==> src/rtl/rrsd_pkg.sv <==
// Package: types, constants and field layouts for the RLE RGBA stream decoder.
`default_nettype none

package rrsd_pkg;

  // Largest accepted image width or height.
  localparam int unsigned MAX_DIM = 128;

  // Counter widths; DIM_W and PIX_W are derived from the largest image.
  localparam int unsigned DIM_W   = $clog2(MAX_DIM + 1);
  localparam int unsigned PIX_W   = $clog2(MAX_DIM * MAX_DIM + 1);
  localparam int unsigned RUN_W   = 7;
  localparam int unsigned CNT_W   = (PIX_W > RUN_W) ? PIX_W : RUN_W;
  localparam int unsigned POS_W   = 5;

  // Header constants.
  localparam logic [31:0] MAGIC_WORD = 32'h4764_6B50;
  localparam logic [31:0] TYPE_RLE   = 32'h0201_0002;
  localparam logic [31:0] TYPE_RAW   = 32'h0101_0002;
  localparam logic [31:0] HEADER_MIN = 32'd24;

  // Byte offsets at which a header word is complete, and of the alpha byte within a pixel.
  localparam logic [POS_W-1:0] POS_MAGIC  = POS_W'(3);
  localparam logic [POS_W-1:0] POS_LENGTH = POS_W'(7);
  localparam logic [POS_W-1:0] POS_TYPE   = POS_W'(11);
  localparam logic [POS_W-1:0] POS_WIDTH  = POS_W'(19);
  localparam logic [POS_W-1:0] POS_HEIGHT = POS_W'(23);
  localparam logic [POS_W-1:0] POS_ALPHA  = POS_W'(3);

  typedef enum logic [2:0] {
    PH_IDLE,
    PH_HEADER,
    PH_CTRL,
    PH_PIXEL,
    PH_DONE
  } phase_t;

  typedef enum logic [2:0] {
    ST_OK         = 3'd0,
    ST_BAD_MAGIC  = 3'd1,
    ST_SHORT_LEN  = 3'd2,
    ST_BAD_TYPE   = 3'd3,
    ST_BAD_SIZE   = 3'd4,
    ST_OVERRUN    = 3'd5
  } status_t;

  // One input request.
  typedef struct packed {
    logic [7:0] data_byte;
    logic       start_of_stream;
  } rrsd_in_t;

  // One result request.
  typedef struct packed {
    logic [31:0]      pixel_rgba;
    logic [RUN_W-1:0] repeat_count;
    logic             end_of_image;
    status_t          status;
  } rrsd_out_t;

endpackage

`default_nettype wire

==> src/rtl/rrsd_core.sv <==
// Decoder state and per-byte step logic: header check, RLE control and pixel assembly.
`default_nettype none

module rrsd_core import rrsd_pkg::*; (
  input  wire logic      clk,
  input  wire logic      rst_n,
  input  wire logic      step_en,
  input  wire rrsd_in_t  step_in,
  output logic           res_valid,
  output rrsd_out_t      res
);

  // State registers.
  phase_t             phase_r, phase_nxt;
  logic [POS_W-1:0]   pos_r, pos_nxt;
  logic [31:0]        hword_r, hword_nxt;
  logic               rle_r, rle_nxt;
  logic [DIM_W-1:0]   width_r, width_nxt;
  logic [DIM_W-1:0]   height_r, height_nxt;
  logic [PIX_W-1:0]   pleft_r, pleft_nxt;
  logic [RUN_W-1:0]   rleft_r, rleft_nxt;
  logic               reprun_r, reprun_nxt;
  logic [23:0]        asm_r, asm_nxt;

  // State as seen by this byte: a start marker restarts everything.
  logic               sos;
  logic [7:0]         b;
  phase_t             cur_phase;
  logic [POS_W-1:0]   cur_pos;
  logic [31:0]        cur_hword;
  logic               cur_rle;
  logic [DIM_W-1:0]   cur_width;
  logic [PIX_W-1:0]   cur_pleft;
  logic [RUN_W-1:0]   cur_rleft;
  logic               cur_reprun;
  logic [23:0]        cur_asm;

  // Derived step values.
  logic [31:0]        hword_new;
  logic               dim_ok;
  logic               hdr_err;
  status_t            hdr_st;
  logic [CNT_W-1:0]   pl_ext, rl_ext, rep_ext, pl_new_ext;
  logic               rl_lt;
  logic [RUN_W-1:0]   rep;
  logic [RUN_W-1:0]   rl_new;
  logic [PIX_W-1:0]   pl_new;
  logic               over;
  logic               pix_last_byte;
  logic [2*DIM_W-1:0] area;

  assign sos        = step_in.start_of_stream;
  assign b          = step_in.data_byte;
  assign cur_phase  = sos ? PH_HEADER : phase_r;
  assign cur_pos    = sos ? '0 : pos_r;
  assign cur_hword  = sos ? '0 : hword_r;
  assign cur_rle    = sos ? 1'b0 : rle_r;
  assign cur_width  = sos ? '0 : width_r;
  assign cur_pleft  = sos ? '0 : pleft_r;
  assign cur_rleft  = sos ? '0 : rleft_r;
  assign cur_reprun = sos ? 1'b0 : reprun_r;
  assign cur_asm    = sos ? '0 : asm_r;

  // Header word shift and checks on the word completed by this byte.
  always_comb begin
    hword_new = {cur_hword[23:0], b};
    dim_ok    = (hword_new >= 32'd1) && (hword_new <= 32'(MAX_DIM));
    hdr_err   = 1'b0;
    hdr_st    = ST_OK;
    case (cur_pos)
      POS_MAGIC: begin
        if (hword_new != MAGIC_WORD) begin
          hdr_err = 1'b1;
          hdr_st  = ST_BAD_MAGIC;
        end
      end
      POS_LENGTH: begin
        if (hword_new < HEADER_MIN) begin
          hdr_err = 1'b1;
          hdr_st  = ST_SHORT_LEN;
        end
      end
      POS_TYPE: begin
        if (hword_new != TYPE_RLE && hword_new != TYPE_RAW) begin
          hdr_err = 1'b1;
          hdr_st  = ST_BAD_TYPE;
        end
      end
      POS_WIDTH, POS_HEIGHT: begin
        if (!dim_ok) begin
          hdr_err = 1'b1;
          hdr_st  = ST_BAD_SIZE;
        end
      end
      default: begin
        hdr_err = 1'b0;
      end
    endcase
    area = cur_width * hword_new[DIM_W-1:0];
  end

  // Pixel count arithmetic for a completed pixel.
  always_comb begin
    pix_last_byte = (cur_pos == POS_ALPHA);
    pl_ext  = CNT_W'(cur_pleft);
    rl_ext  = CNT_W'(cur_rleft);
    rl_lt   = rl_ext < pl_ext;
    rep_ext = '0;
    rl_new  = cur_rleft;
    over    = 1'b0;
    if (!cur_rle) begin
      rep_ext = CNT_W'(1);
    end else if (cur_reprun) begin
      rep_ext = rl_lt ? rl_ext : pl_ext;
      over    = rl_ext > pl_ext;
      rl_new  = '0;
    end else begin
      rep_ext = CNT_W'(1);
      rl_new  = (cur_rleft != '0) ? cur_rleft - RUN_W'(1) : cur_rleft;
      // A literal run that still has pixels when the image ends is an overrun.
      over    = (pl_ext == CNT_W'(1)) && (rl_new != '0);
    end
    pl_new_ext = pl_ext - rep_ext;
    pl_new     = pl_new_ext[PIX_W-1:0];
    rep        = rep_ext[RUN_W-1:0];
  end

  // Next phase.
  always_comb begin
    phase_nxt = cur_phase;
    case (cur_phase)
      PH_HEADER: begin
        if (hdr_err) begin
          phase_nxt = PH_DONE;
        end else if (cur_pos == POS_HEIGHT) begin
          phase_nxt = cur_rle ? PH_CTRL : PH_PIXEL;
        end
      end
      PH_CTRL: begin
        if (b[RUN_W-1:0] != '0) begin
          phase_nxt = PH_PIXEL;
        end
      end
      PH_PIXEL: begin
        if (pix_last_byte) begin
          if (cur_pleft == '0 || pl_new == '0) begin
            phase_nxt = PH_DONE;
          end else if (cur_rle && rl_new == '0) begin
            phase_nxt = PH_CTRL;
          end
        end
      end
      default: begin
        phase_nxt = cur_phase;
      end
    endcase
  end

  // Data state updates and the result.
  always_comb begin
    pos_nxt    = cur_pos;
    hword_nxt  = cur_hword;
    rle_nxt    = cur_rle;
    width_nxt  = cur_width;
    height_nxt = sos ? '0 : height_r;
    pleft_nxt  = cur_pleft;
    rleft_nxt  = cur_rleft;
    reprun_nxt = cur_reprun;
    asm_nxt    = cur_asm;
    res_valid  = 1'b0;
    res        = '{pixel_rgba: '0, repeat_count: '0, end_of_image: 1'b0, status: ST_OK};
    case (cur_phase)
      PH_HEADER: begin
        hword_nxt = hword_new;
        pos_nxt   = cur_pos + POS_W'(1);
        if (hdr_err) begin
          res_valid        = 1'b1;
          res.end_of_image = 1'b1;
          res.status       = hdr_st;
        end else begin
          if (cur_pos == POS_TYPE) begin
            rle_nxt = (hword_new == TYPE_RLE);
          end
          if (cur_pos == POS_WIDTH) begin
            width_nxt = hword_new[DIM_W-1:0];
          end
          if (cur_pos == POS_HEIGHT) begin
            height_nxt = hword_new[DIM_W-1:0];
            pleft_nxt  = PIX_W'(area);
            pos_nxt    = '0;
            asm_nxt    = '0;
            rleft_nxt  = '0;
            reprun_nxt = 1'b0;
          end
        end
      end
      PH_CTRL: begin
        if (b[RUN_W-1:0] != '0) begin
          rleft_nxt  = b[RUN_W-1:0];
          reprun_nxt = b[7];
          pos_nxt    = '0;
          asm_nxt    = '0;
        end
      end
      PH_PIXEL: begin
        if (!pix_last_byte) begin
          case (cur_pos[1:0])
            2'd0:    asm_nxt[7:0]   = b;
            2'd1:    asm_nxt[15:8]  = b;
            default: asm_nxt[23:16] = b;
          endcase
          pos_nxt = cur_pos + POS_W'(1);
        end else begin
          pos_nxt   = '0;
          asm_nxt   = '0;
          res_valid = 1'b1;
          if (cur_pleft == '0) begin
            res.end_of_image = 1'b1;
            res.status       = ST_OVERRUN;
          end else begin
            pleft_nxt        = pl_new;
            rleft_nxt        = rl_new;
            res.pixel_rgba   = {b, cur_asm};
            res.repeat_count = rep;
            if (pl_new == '0) begin
              res.end_of_image = 1'b1;
              res.status       = over ? ST_OVERRUN : ST_OK;
            end
          end
        end
      end
      default: begin
        res_valid = 1'b0;
      end
    endcase
  end

  // State update once per accepted byte.
  always_ff @(posedge clk) begin
    if (!rst_n) begin
      phase_r  <= PH_IDLE;
      pos_r    <= '0;
      hword_r  <= '0;
      rle_r    <= 1'b0;
      width_r  <= '0;
      height_r <= '0;
      pleft_r  <= '0;
      rleft_r  <= '0;
      reprun_r <= 1'b0;
      asm_r    <= '0;
    end else if (step_en) begin
      phase_r  <= phase_nxt;
      pos_r    <= pos_nxt;
      hword_r  <= hword_nxt;
      rle_r    <= rle_nxt;
      width_r  <= width_nxt;
      height_r <= height_nxt;
      pleft_r  <= pleft_nxt;
      rleft_r  <= rleft_nxt;
      reprun_r <= reprun_nxt;
      asm_r    <= asm_nxt;
    end
  end

endmodule

`default_nettype wire

==> src/rtl/rle_rgba_image_stream_decoder.sv <==
// Top level of the RLE RGBA image stream decoder: input register, decoder core, result register.
`default_nettype none

// The decoder takes one stream byte per cycle and gives at most one result per byte. A byte
// passes an input register, one step of header, control or pixel logic, and a result register.
// With out_ready held high the sustained rate is one byte every cycle; a stalled result register
// holds the input register, and in_ready then follows out_ready. Raise start_of_stream on the
// first header byte; it abandons any image in progress. Header errors end the image with a
// status-only result (repeat_count 0, end_of_image 1).
module rle_rgba_image_stream_decoder import rrsd_pkg::*; (
  input  wire logic      clk,
  input  wire logic      rst_n,
  input  wire logic      in_valid,
  output logic           in_ready,
  input  wire rrsd_in_t  in_data,
  output logic           out_valid,
  input  wire logic      out_ready,
  output rrsd_out_t      out_data
);

  logic      in_vld_r;
  rrsd_in_t  in_req_r;
  logic      out_vld_r;
  rrsd_out_t out_req_r;
  logic      out_free;
  logic      advance;
  logic      res_valid;
  rrsd_out_t res;

  // Handshake: the input stage moves on whenever the result register can take a request.
  assign out_free  = !out_vld_r || out_ready;
  assign advance   = in_vld_r && out_free;
  assign in_ready  = !in_vld_r || out_free;
  assign out_valid = out_vld_r;
  assign out_data  = out_req_r;

  // Input register.
  always_ff @(posedge clk) begin
    if (!rst_n) begin
      in_vld_r <= 1'b0;
    end else if (in_ready) begin
      in_vld_r <= in_valid;
    end
  end

  always_ff @(posedge clk) begin
    if (in_valid && in_ready) begin
      in_req_r <= in_data;
    end
  end

  // Decoder step.
  rrsd_core u_core (
    .clk       (clk),
    .rst_n     (rst_n),
    .step_en   (advance),
    .step_in   (in_req_r),
    .res_valid (res_valid),
    .res       (res)
  );

  // Result register.
  always_ff @(posedge clk) begin
    if (!rst_n) begin
      out_vld_r <= 1'b0;
    end else if (out_free) begin
      out_vld_r <= advance && res_valid;
    end
  end

  always_ff @(posedge clk) begin
    if (advance && res_valid) begin
      out_req_r <= res;
    end
  end

  // Any non-ok status closes the image.
  a_err_ends_image: assert property (@(posedge clk) disable iff (!rst_n)
    (advance && res_valid && res.status != ST_OK) |-> res.end_of_image)
    else $error("error status without end of image");

  // A zero repeat count only appears on a failing status-only result.
  a_zero_rep_is_error: assert property (@(posedge clk) disable iff (!rst_n)
    (out_vld_r && out_req_r.repeat_count == '0) |->
      (out_req_r.end_of_image && out_req_r.status != ST_OK))
    else $error("zero repeat count on a pixel result");

  // A blocked input stage keeps its request.
  a_in_hold: assert property (@(posedge clk) disable iff (!rst_n)
    (in_vld_r && !out_free) |=> (in_vld_r && $stable(in_req_r)))
    else $error("input stage lost a request while blocked");

  // The result register never drops an unaccepted request.
  a_out_hold: assert property (@(posedge clk) disable iff (!rst_n)
    (out_vld_r && !out_ready) |=> (out_vld_r && $stable(out_req_r)))
    else $error("result register changed while stalled");

endmodule

`default_nettype wire

==> config.mk <==
export PLATFORM = sky130hd
export DESIGN_NAME = rle_rgba_image_stream_decoder
export DESIGN_NICKNAME = d
export VERILOG_FILES = /design/src/rtl/rrsd_pkg.sv /design/src/rtl/rrsd_core.sv /design/src/rtl/rle_rgba_image_stream_decoder.sv
export SDC_FILE = /design/constraint.sdc
export NUM_CORES = 1
export LEC_CHECK = 0
export BUFFER_PORTS_ARGS = -buffer_cell sky130_fd_sc_hd__buf_2
export CELL_PAD_IN_SITES_DETAIL_PLACEMENT = 1
export CELL_PAD_IN_SITES_GLOBAL_PLACEMENT = 1
export CORE_MARGIN = 1
export CORE_UTILIZATION = 52
export CTS_CLUSTER_DIAMETER = 50
export DETAILED_ROUTE_END_ITERATION = 10
export PLACE_DENSITY_LB_ADDON = 0.1
export SLEW_MARGIN = 0
export SYNTH_ARGS = -nofsm -noshare
export SYNTH_HDL_FRONTEND = slang
export SYNTH_SLANG_ARGS = --single-unit
==> constraint.sdc <==
create_clock -name clk -period 11 [get_ports clk]
set_input_delay 0.55 -clock clk [delete_from_list [all_inputs] [get_ports clk]]
set_output_delay 0.55 -clock clk [all_outputs]
set_load 0.02 [all_outputs]
# == Word level (Yosys, flattened, before mapping) ==
# Index checks and enable logic that the tools add are counted.
# word_totals
output_inout_bits,45
register_bits,142
in_bits,13
wordCells,143
# op_classes
n_reduce_logical,22
magnitude_cmp,5
muxes,79
n_addsub,3
bitwise,2
n_eq_ne,14
mul,1
# ops
op,count
two-way mux 24 bit,7
two-way mux 15 bit,8
one-hot mux 24 bit (3 select lines),1
two-way mux 7 bit,9
two-way mux 8 bit,7
"equality test 32 x 26 -> 1 bit, second input constant",1
">= comparator 32 x 1 -> 1 bit, second input constant",1
"less-or-equal comparator 32 x 8 -> 1 bit, second input constant",1
"less-than comparator 32 x 5 -> 1 bit, second input constant",1
"!= test 32 x 25 -> 1 bit, second input constant",1
"!= test 32 x 26 -> 1 bit, second input constant",1
"!= test 32 x 31 -> 1 bit, second input constant",1
logical NOT 15 bit,2
one-hot mux 15 bit (2 select lines),1
two-way mux 3 bit,9
two-way mux 5 bit,5
one-hot mux 7 bit (3 select lines),1
nonzero test 7 bit,3
two-way mux 1 bit,18
two-way mux 4 bit,4
"equality test 15 x 1 -> 1 bit, second input constant",1
greater-than comparator 7 x 15 -> 1 bit,1
less-than comparator 7 x 15 -> 1 bit,1
multiplier 8 x 8 -> 15 bit,1
other kinds (25),40

# == Depth between registers and ports, before layout ==
# Gate-level depths: netlist (run 1).
# depth
depth_word,12
ltp_mapped,26
ltp_nobuf,23

# == Cells and area by module ==
# Synthesis (run 1) repeated with hierarchy kept, for this count alone.
# hier_totals
hier_cells,1173
area_unflattened_um2,10002.1
# modules_own_cells
mod,area_each_um2,cells_per_inst,instances
rrsd_core,8328.0,1108,1
rle_rgba_image_stream_decoder,1674.1,65,1

# == Least setup slack after synthesis (run 1) ==
# No wires, ideal clock.
# synth_timing
path_type,register to register
start,register in_req_r[0] (netlist name)
end,register u_core.pleft_r[13]
synth_period_minus_slack_ns,5.639
required_ns,10.871
stages_incl_launch_ff,23
t_arrival_ns,5.511
slack_ns,5.361
cell_sequence,edfxtp_1 bufbuf_16 buf_2 buf_1 clkbuf_1 buf_1 nor2b_1 and2_1 fa_1 fa_1 inv_1 fa_1 fa_1 inv_1 ha_1 a21oi_1 o21ai_0 o41a_1 a21o_1 a21oi_1 xnor2_1 a22oi_1 o21ai_0
# synth_between
elab_chain_cells,9
# synth_lines
item,line_no,rtl
start: declaration,rle_rgba_image_stream_decoder.sv:22,rrsd_in_t in_req_r;
start signal: assignment,rle_rgba_image_stream_decoder.sv:48,in_req_r <= in_data;
two-way mux 7 bit or two-way mux 15 bit (tied branches),"rrsd_core.sv:60, rrsd_core.sv:59",
less-than comparator 7 x 15 -> 1 bit,rrsd_core.sv:107,rl_lt = rl_ext < pl_ext;
two-way mux 15 bit,rrsd_core.sv:114,rep_ext = rl_lt ? rl_ext : pl_ext;
two-way mux 15 bit,rrsd_core.sv:113,end else if (cur_reprun) begin
two-way mux 15 bit,rrsd_core.sv:111,if (!cur_rle) begin
subtractor 15 bit,rrsd_core.sv:123,pl_new_ext = pl_ext - rep_ext;
two-way mux 15 bit,rrsd_core.sv:217,if (cur_pleft == '0) begin
two-way mux 15 bit,rrsd_core.sv:206,if (!pix_last_byte) begin
one-hot mux 15 bit (2 select lines) *,rrsd_core.sv:172,case (cur_phase)
end signal: assignment,rrsd_core.sv:258,pleft_r <= pleft_nxt;
end: declaration,rrsd_core.sv:20,"logic [PIX_W-1:0] pleft_r, pleft_nxt;"
# Every way passes the cells marked *; elsewhere a longest branch is shown, timed or not.
# A chain may end at the register's enable or synchronous reset.

==> run_results.csv, run 1 <==
group,metric,value,unit
clock_tree,root_buffer,"clkbuf_16",
worst_setup_path,crit_type,"flip-flop to flip-flop",
global_route,grtUsageTotal,0.332,
synth,syn-cell-area,9950,µm²
sta,final_max_slew_viol_count,0,
synth,yosys_warnings,0,
sta,max_freq,151,MHz
finish,drive_gt1_frac,0.114,
synth,muxShareOfSynthArea,0.00754,
detailed_routing,dr_wl_met3,1800,µm
worst_setup_path,r2r_start,"in_req_r[0]",
floorplanning,die_x,140,µm
worst_setup_path,path_buf_inv,3,
clock_tree,clock_latency,440,ps
synth,syn-mean-instance-area,8.75,µm²
synth,synth-compound-area-share,0.190,
detailed_routing,route.detailed.drc,0,
detailed_routing,wirelength_met1,13300,µm
global_route,grt_pass1_wl,50200,µm
worst_setup_path,end_kind,"flip-flop",
detailed_routing,via_count,8913,
sta,hold_viol_final,0,
status,outcome,"completed",
sta,finalSetupViolCount,0,
global_route,grt_max_degree,63,
detailed_routing,route.antenna.remaining_nets,0,
clock_tree,cts-resized-gates,0,
sta,timing.final.crit_share,0.602,
worst_setup_path,cp.required,11260,ps
sta,max_slew_margin,0.262,
clock_tree,cts_buffer_depth,2,
worst_setup_path,rr_worst_depth,23,
floorplanning,core-area,18700,µm²
clock_tree,cts_tree,"built",
floorplanning,dieHeight,140,µm
detailed_routing,postRouteWirelength,31800,µm
global_route,grt_pass1_vias,9281,
floorplanning,rows,50,
job,max-cap-violations,0,
clock_tree,cts.reportedPaths.clkPinSlew,70,ps
clock_tree,cts_num_sinks,142,
min_path,hold_end,"in_req_r[5]",
worst_setup_path,crit_fanout,62,
power,ir_worst_vdd,0.108,mV
sta,tightest_slew,1100,ps
finish,post-route-util,0.581,
worst_setup_path,crit_family,"compound AO/OA/AOI/OAI gates",
floorplanning,start_util,0.532,
sta,rsz0062_at_grt,"no",
worst_setup_path,max_stage_delay,780,ps
worst_setup_path,reg2reg_slack,4380,ps
power,p_per_area,116,nW/µm²
synth,synth_xor_area_frac,0.0229,
synth,synthFlopType,"dfxtp_1",
floorplanning,dieArea,19700,µm²
finish,layout_commonest_cell,"nand2_1",
clock_tree,cts_hold_buf,0,
detailed_routing,via_per_inst,6.29,
global_route,overflow,0,
sta,fin_skew,13.2,ps
min_path,holdPathStages,1,
worst_setup_path,reg2reg_to,"out_data[3]",
clock_tree,htreeDepth,4,
clock_tree,cts_made_buffers,17,
synth,synthArstFlopShare,0,
worst_setup_path,path_cells,"buf_4 -> clkinv_1 -> buf_4 -> nand2_1 -> ha_1 -> o21ai_0 -> nand2_1 -> o21ai_0 -> o21ai_0 -> o2111ai_1 -> a32oi_1 -> mux2i_1 -> nand2_1 -> ha_1 -> nor2b_1 -> o21ai_0 -> o21ai_0 -> a21boi_0 -> nand2b_1 -> a2bb2oi_1 -> or4_1 -> and2_1 -> o21ai_0",
synth,netlist_instances,1137,
worst_setup_path,start_kind,"flip-flop",
power,leakagePower,4.56,nW
worst_setup_path,crit_start,"in_req_r[0]",
synth,seq_area_frac_synth,0.338,
finish,area_growth,9.20,%
synth,synth_edf_count,52,
synth,ys_types,92,
detailed_routing,drtIter0Drc,566,
synth,synth_simple_gate_area_share,0.233,
clock_tree,cts_setup_buffers,0,
worst_setup_path,cp.arrival,6890,ps
global_route,grt_antenna_before_repair,3,
finish,num-nets-final,1274,
finish,stdcell_area,10900,µm²
sta,tns,0,ps
synth,synth_fa_ha_area_frac,0.143,
placement,numPortBuffers,57,
placement,post_dp_cell_area,10300,µm²
sta,fin_crit,6620,ps
synth,ys_ff_latch,142,
finish,num_antenna_cells,0,
floorplanning,ios,58,
min_path,hp-class,"input pin to flip-flop",
worst_setup_path,crit_top_cell,"o21ai_0",
detailed_routing,met2WireLength,15600,µm
detailed_routing,wl_per_cell,22.5,µm
placement,detailed_place_hpwl,21500,µm
placement,gp_congestion,0.858,
finish,final_cell_mix,"129 x nand2_1, 102 x nor2_1, 90 x dfxtp_1, 80 x a21oi_1",
detailed_routing,firstDrtPassIters,7,
detailed_routing,top_layer_used,"met5",
synth,synth_top_family_by_area,"simple AND/OR/NAND/NOR gates",
worst_setup_path,critPathSlowestCell,"a32oi_1",
min_path,hp-start,"in_data[5]",
## registers in the layout, indices dropped and copies added (netlist names), 5 cells and up
register,count
u_core.asm_r,24
u_core.width_r,8
in_req_r,9
u_core.pos_r,5
out_data,43
u_core.hword_r,24
u_core.pleft_r,15
u_core.rleft_r,7
## per-layer routing
metal  vias up  GRT usage
li1       4082          -
met1      4421      0.407
met2       314      0.567
met3        94     0.0636
met4         2      0.150
met5         -          0
## area by class of cell
| class | instances | area (µm²) |
|---|---|---|
| timing repair buffer | 71 | 390 |
| tap | 234 | 293 |
| inverter | 69 | 259 |
| sequential | 142 | 3360 |
| clock buffer | 17 | 425 |
| multi-input combinational | 868 | 5980 |
| clock inverter | 15 | 163 |
| fill | 2272 | 7840 |
## worst max-delay path by stage
stage          cells past startpoint  slack, ps                 end
3_3_place_gp                      23       4950   u_core.phase_r[2]
5_1_grt                           23       3860         out_data[3]
3_5_place_dp                      23       4580         out_data[3]
4_1_cts                           23       4560         out_data[3]
2_1_floorplan                     22       5360  u_core.pleft_r[13]
6_report                          23       4380         out_data[3]
## cells in the mapped netlist, types with 4 or more instances
cell type / instances / area, µm²
nand2_1: 129 / 484
nor2_1: 103 / 387
dfxtp_1: 90 / 1800
a21oi_1: 81 / 405
and2_1: 67 / 419
inv_1: 67 / 251
o21ai_0: 65 / 325
ha_1: 56 / 701
edfxtp_1: 52 / 1560
clkbuf_1: 42 / 158
fa_1: 36 / 721
a22o_1: 28 / 245
nor2b_1: 28 / 175
and3_1: 24 / 150
nor3_1: 21 / 105
nand3_1: 18 / 90.1
xnor2_1: 16 / 140
a21o_1: 15 / 113
a31oi_1: 12 / 75.1
nand2b_1: 12 / 75.1
a22oi_1: 11 / 82.6
nor4_1: 10 / 62.6
xor2_1: 10 / 87.6
nand4_1: 9 / 56.3
clkbuf_8: 7 / 96.3
o31ai_1: 7 / 52.6
buf_6: 6 / 67.6
a211oi_1: 5 / 37.5
o2111ai_1: 5 / 43.8
o21a_1: 5 / 37.5
or4_1: 5 / 37.5
a32oi_1: 4 / 35.0
buf_1: 4 / 15.0
mux2_2: 4 / 45.0
or3_1: 4 / 25.0
## cell families after synthesis
| family | Yosys count |
|---|---|
| compound gates | 284 |
| fa+ha+maj | 92 |
| xor+xnor | 26 |
| simple gates | 452 |
| other cells | 1 |
| buf+inv | 133 |
| mux | 7 |
| flops | 142 |
## worst reg2reg max path, stage by stage, from the launching register on
cell	delay, ps
edfxtp_1	320
buf_4	550
clkinv_1	200
buf_4	320
nand2_1	180
ha_1	200
o21ai_0	100
nand2_1	110
o21ai_0	120
o21ai_0	230
o2111ai_1	150
a32oi_1	780
mux2i_1	260
nand2_1	120
ha_1	310
nor2b_1	180
o21ai_0	140
o21ai_0	540
a21boi_0	310
nand2b_1	240
a2bb2oi_1	150
or4_1	550
and2_1	210
o21ai_0	190
## where the power goes
group	leakage (nW)	internal, W	switching, W
combinational	3.12	0.0000337	0.0000837
clock	0.279	0.000304	0.000278
sequential	1.16	0.000548	0.0000141
## per-stage QoR
step / total power, W / hold slack [ps] / setup slack, ps / std cells
6_report: 0.00126 / 287 / 4380 / 1416
5_1_grt: 0.00129 / 281 / 3860 / 1416
3_5_place_dp: 0.000687 / 456 / 4580 / 1384
4_1_cts: 0.00126 / 277 / 4560 / 1416
3_3_place_gp: 0.000684 / 449 / 4950 / 1384
2_1_floorplan: 0.000653 / 434 / 5360 / 1143
Note: power is estimated with default switching activity, not from simulation.
==> run 2: changes to the inputs <==
Settings changed: ABC_AREA set to 1, CORE_UTILIZATION 52 to 46.
Clock period 11 ns to 6.4 ns, I/O delays scaled along.
==> run_results.csv, run 2 <==
group,metric,value,unit
sta,hold_viol_final,0,
worst_setup_path,start_kind,"flip-flop",
worst_setup_path,crit_family,"adder cells",
worst_setup_path,end_kind,"flip-flop",
synth,synthFlopType,"dfxtp_1",
clock_tree,cts_num_sinks,142,
finish,post-route-util,0.517,
power,ir_worst_vdd,0.140,mV
finish,layout_commonest_cell,"nand2_1",
clock_tree,htreeDepth,4,
sta,rsz0062_at_grt,"no",
power,p_per_area,194,nW/µm²
placement,gp_congestion,0.902,
status,outcome,"completed",
floorplanning,core-area,24600,µm²
floorplanning,die_x,161,µm
clock_tree,cts_made_buffers,17,
synth,ys_ff_latch,142,
detailed_routing,route.antenna.remaining_nets,0,
finish,num-nets-final,1863,
floorplanning,dieArea,26000,µm²
global_route,grt_antenna_before_repair,0,
placement,detailed_place_hpwl,28500,µm
sta,timing.final.crit_share,0.824,
worst_setup_path,crit_start,"in_req_r[0]",
clock_tree,cts.reportedPaths.clkPinSlew,80,ps
sta,tns,0,ps
worst_setup_path,cp.arrival,5590,ps
global_route,gr-usage-met1,0.422,
synth,yosys_warnings,0,
detailed_routing,postRouteWirelength,40300,µm
sta,finalSetupViolCount,0,
finish,final_cell_mix,"434 x nand2_1, 239 x inv_1, 197 x nor2_1, 128 x a21oi_1, 115 x o21ai_0",
finish,num_antenna_cells,0,
global_route,grt_pass1_vias,11925,
synth,syn-mean-instance-area,6.71,µm²
worst_setup_path,crit_top_cell,"nand2_1",
synth,syn-cell-area,11700,µm²
worst_setup_path,crit_type,"flip-flop to flip-flop",
floorplanning,dieHeight,161,µm
worst_setup_path,r2r_start,"in_req_r[0]",
detailed_routing,wl_per_cell,19.2,µm
worst_setup_path,crit_fanout,80,
global_route,use_met3,0.0326,
detailed_routing,firstDrtPassIters,5,
synth,seq_area_frac_synth,0.289,
synth,synth_area_leaders,"dfxtp_1 15%, nand2_1 14%, edfxtp_1 13%",
floorplanning,ios,58,
placement,numPortBuffers,57,
synth,synthArstFlopShare,0,
global_route,grt_pass1_wl,63900,µm
detailed_routing,via_per_inst,5.61,
placement,dp.cells,2063,
detailed_routing,via_count,11760,
power,leakagePower,6.21,nW
worst_setup_path,max_stage_delay,570,ps
worst_setup_path,cp.required,6720,ps
sta,max_freq,190,MHz
clock_tree,cts-resized-gates,0,
floorplanning,rows,57,
synth,synth_top_area_share,0.155,
finish,largest_reg_flops,43,
global_route,grtUsageTotal,0.314,
finish,drive_gt1_frac,0.0999,
detailed_routing,route.detailed.drc,0,
detailed_routing,drtIter0Drc,906,
min_path,hp-class,"input pin to flip-flop",
sta,fin_crit,5270,ps
finish,final_cell_count_no_fill,2095,
sta,fin_skew,18.5,ps
finish,area_growth,9.03,%
global_route,grtUsageMet2,0.532,
synth,synth_common_cells,"435 x nand2_1, 241 x inv_1, 197 x nor2_1, 128 x a21oi_1, 115 x o21ai_0",
clock_tree,cts_hold_buf,0,
synth,netlist_instances,1736,
global_route,busiest_layer,"met2",
sta,tightest_slew,1150,ps
synth,synth_top_cell_by_area,"dfxtp_1",
sta,max_slew_margin,0.236,
synth,synth_edf_count,52,
worst_setup_path,critPathSlowestCell,"fa_1",
job,max-cap-violations,0,
clock_tree,cts_tree,"built",
floorplanning,start_util,0.474,
clock_tree,root_buffer,"clkbuf_16",
worst_setup_path,path_cells,"inv_8 -> nand2_1 -> inv_1 -> nand2_1 -> fa_1 -> inv_1 -> fa_1 -> fa_1 -> fa_1 -> ha_1 -> nand2_1 -> nor2_1 -> nand3_1 -> nand3_1 -> xnor2_1 -> nand2_1 -> o21ai_0 -> nand2_1 -> nand3_1 -> nand3_1 -> nand2_1 -> a21oi_1",
min_path,hp-start,"in_data[1]",
clock_tree,cts_setup_buffers,0,
worst_setup_path,path_buf_inv,3,
sta,final_max_slew_viol_count,0,
synth,yosysMostFrequentCell,"nand2_1",
global_route,overflow,0,
clock_tree,clock_latency,450,ps
clock_tree,cts_buffer_depth,2,
synth,ys_types,52,
global_route,grt_max_degree,81,
[run 2: cell types whose count changed after synthesis, sizes merged, moves of 28 or more]
cell   change
and2      -69
nor2b     -28
nand2    +329
nand3     +79
nor2     +113
inv      +193
a22o      -28
a21oi     +49
o21ai     +62
[run 2: through the flow]
step / power (W) / instance area (µm²) / worst slack, ps / hold WS [ps]
after floorplan: 0.00131 / 11700 / 1160 / 419
after global placement: 0.00142 / 12100 / 1320 / 452
after detailed placement: 0.00143 / 12100 / 1160 / 457
after CTS: 0.00246 / 12700 / 1120 / 33.7
after global routing: 0.00254 / 12700 / 725 / 31.8
final: 0.00246 / 12700 / 1130 / 37.3
[run 2: logic make-up after synthesis]
kind of cell,Yosys count,share of synthesized area
and+or+nand+nor,818,0.305
AOI/OAI and AO/OA,331,0.158
xor gates and xnor gates,15,0.0113
buffers and inverters,337,0.115
adders and majority gates,92,0.122
other,1,0.000322
DFF,142,0.289
[run 2: report_power, final]
| part | switching [W] | total (W) | internal [W] |
|---|---|---|---|
| combinational | 0.000304 | 0.000419 | 0.000115 |
| clock | 0.000511 | 0.00104 | 0.000526 |
| sequential | 0.0000435 | 0.00100 | 0.000961 |
[run 2: worst paths after layout]
path,to,slack [ps],cells past startpoint
max,u_core.pleft_r[12],1130,22
min,in_req_r[1],40,1
max reg2reg,u_core.pleft_r[12],1130,22
min reg2reg,u_core.asm_r[2],470,2
[run 2: worst reg2reg max path: cells and delay by family (launching register included)]
kind	cells	cell delay, ps
fa+ha+maj	5	2460
xor+xnor	1	130
buf+inv	3	690
flops	1	490
compound gates	2	160
simple gates	11	1210
[run 2: layout make-up]
cell class,instances,area [µm²]
Fill cell,3253,11900
Multi-Input combinational cell,1263,6980
Sequential cell,142,3360
Inverter,267,1010
Clock buffer,17,425
Tap cell,324,405
Timing Repair Buffer,67,360
Clock inverter,15,165
[run 2: routing by layer]
layer / wire, µm / vias to the layer above
li1: - / 5659
met1: 18300 / 5732
met2: 19100 / 308
met3: 2070 / 61
met4: 811 / 0
met5: 0 / -
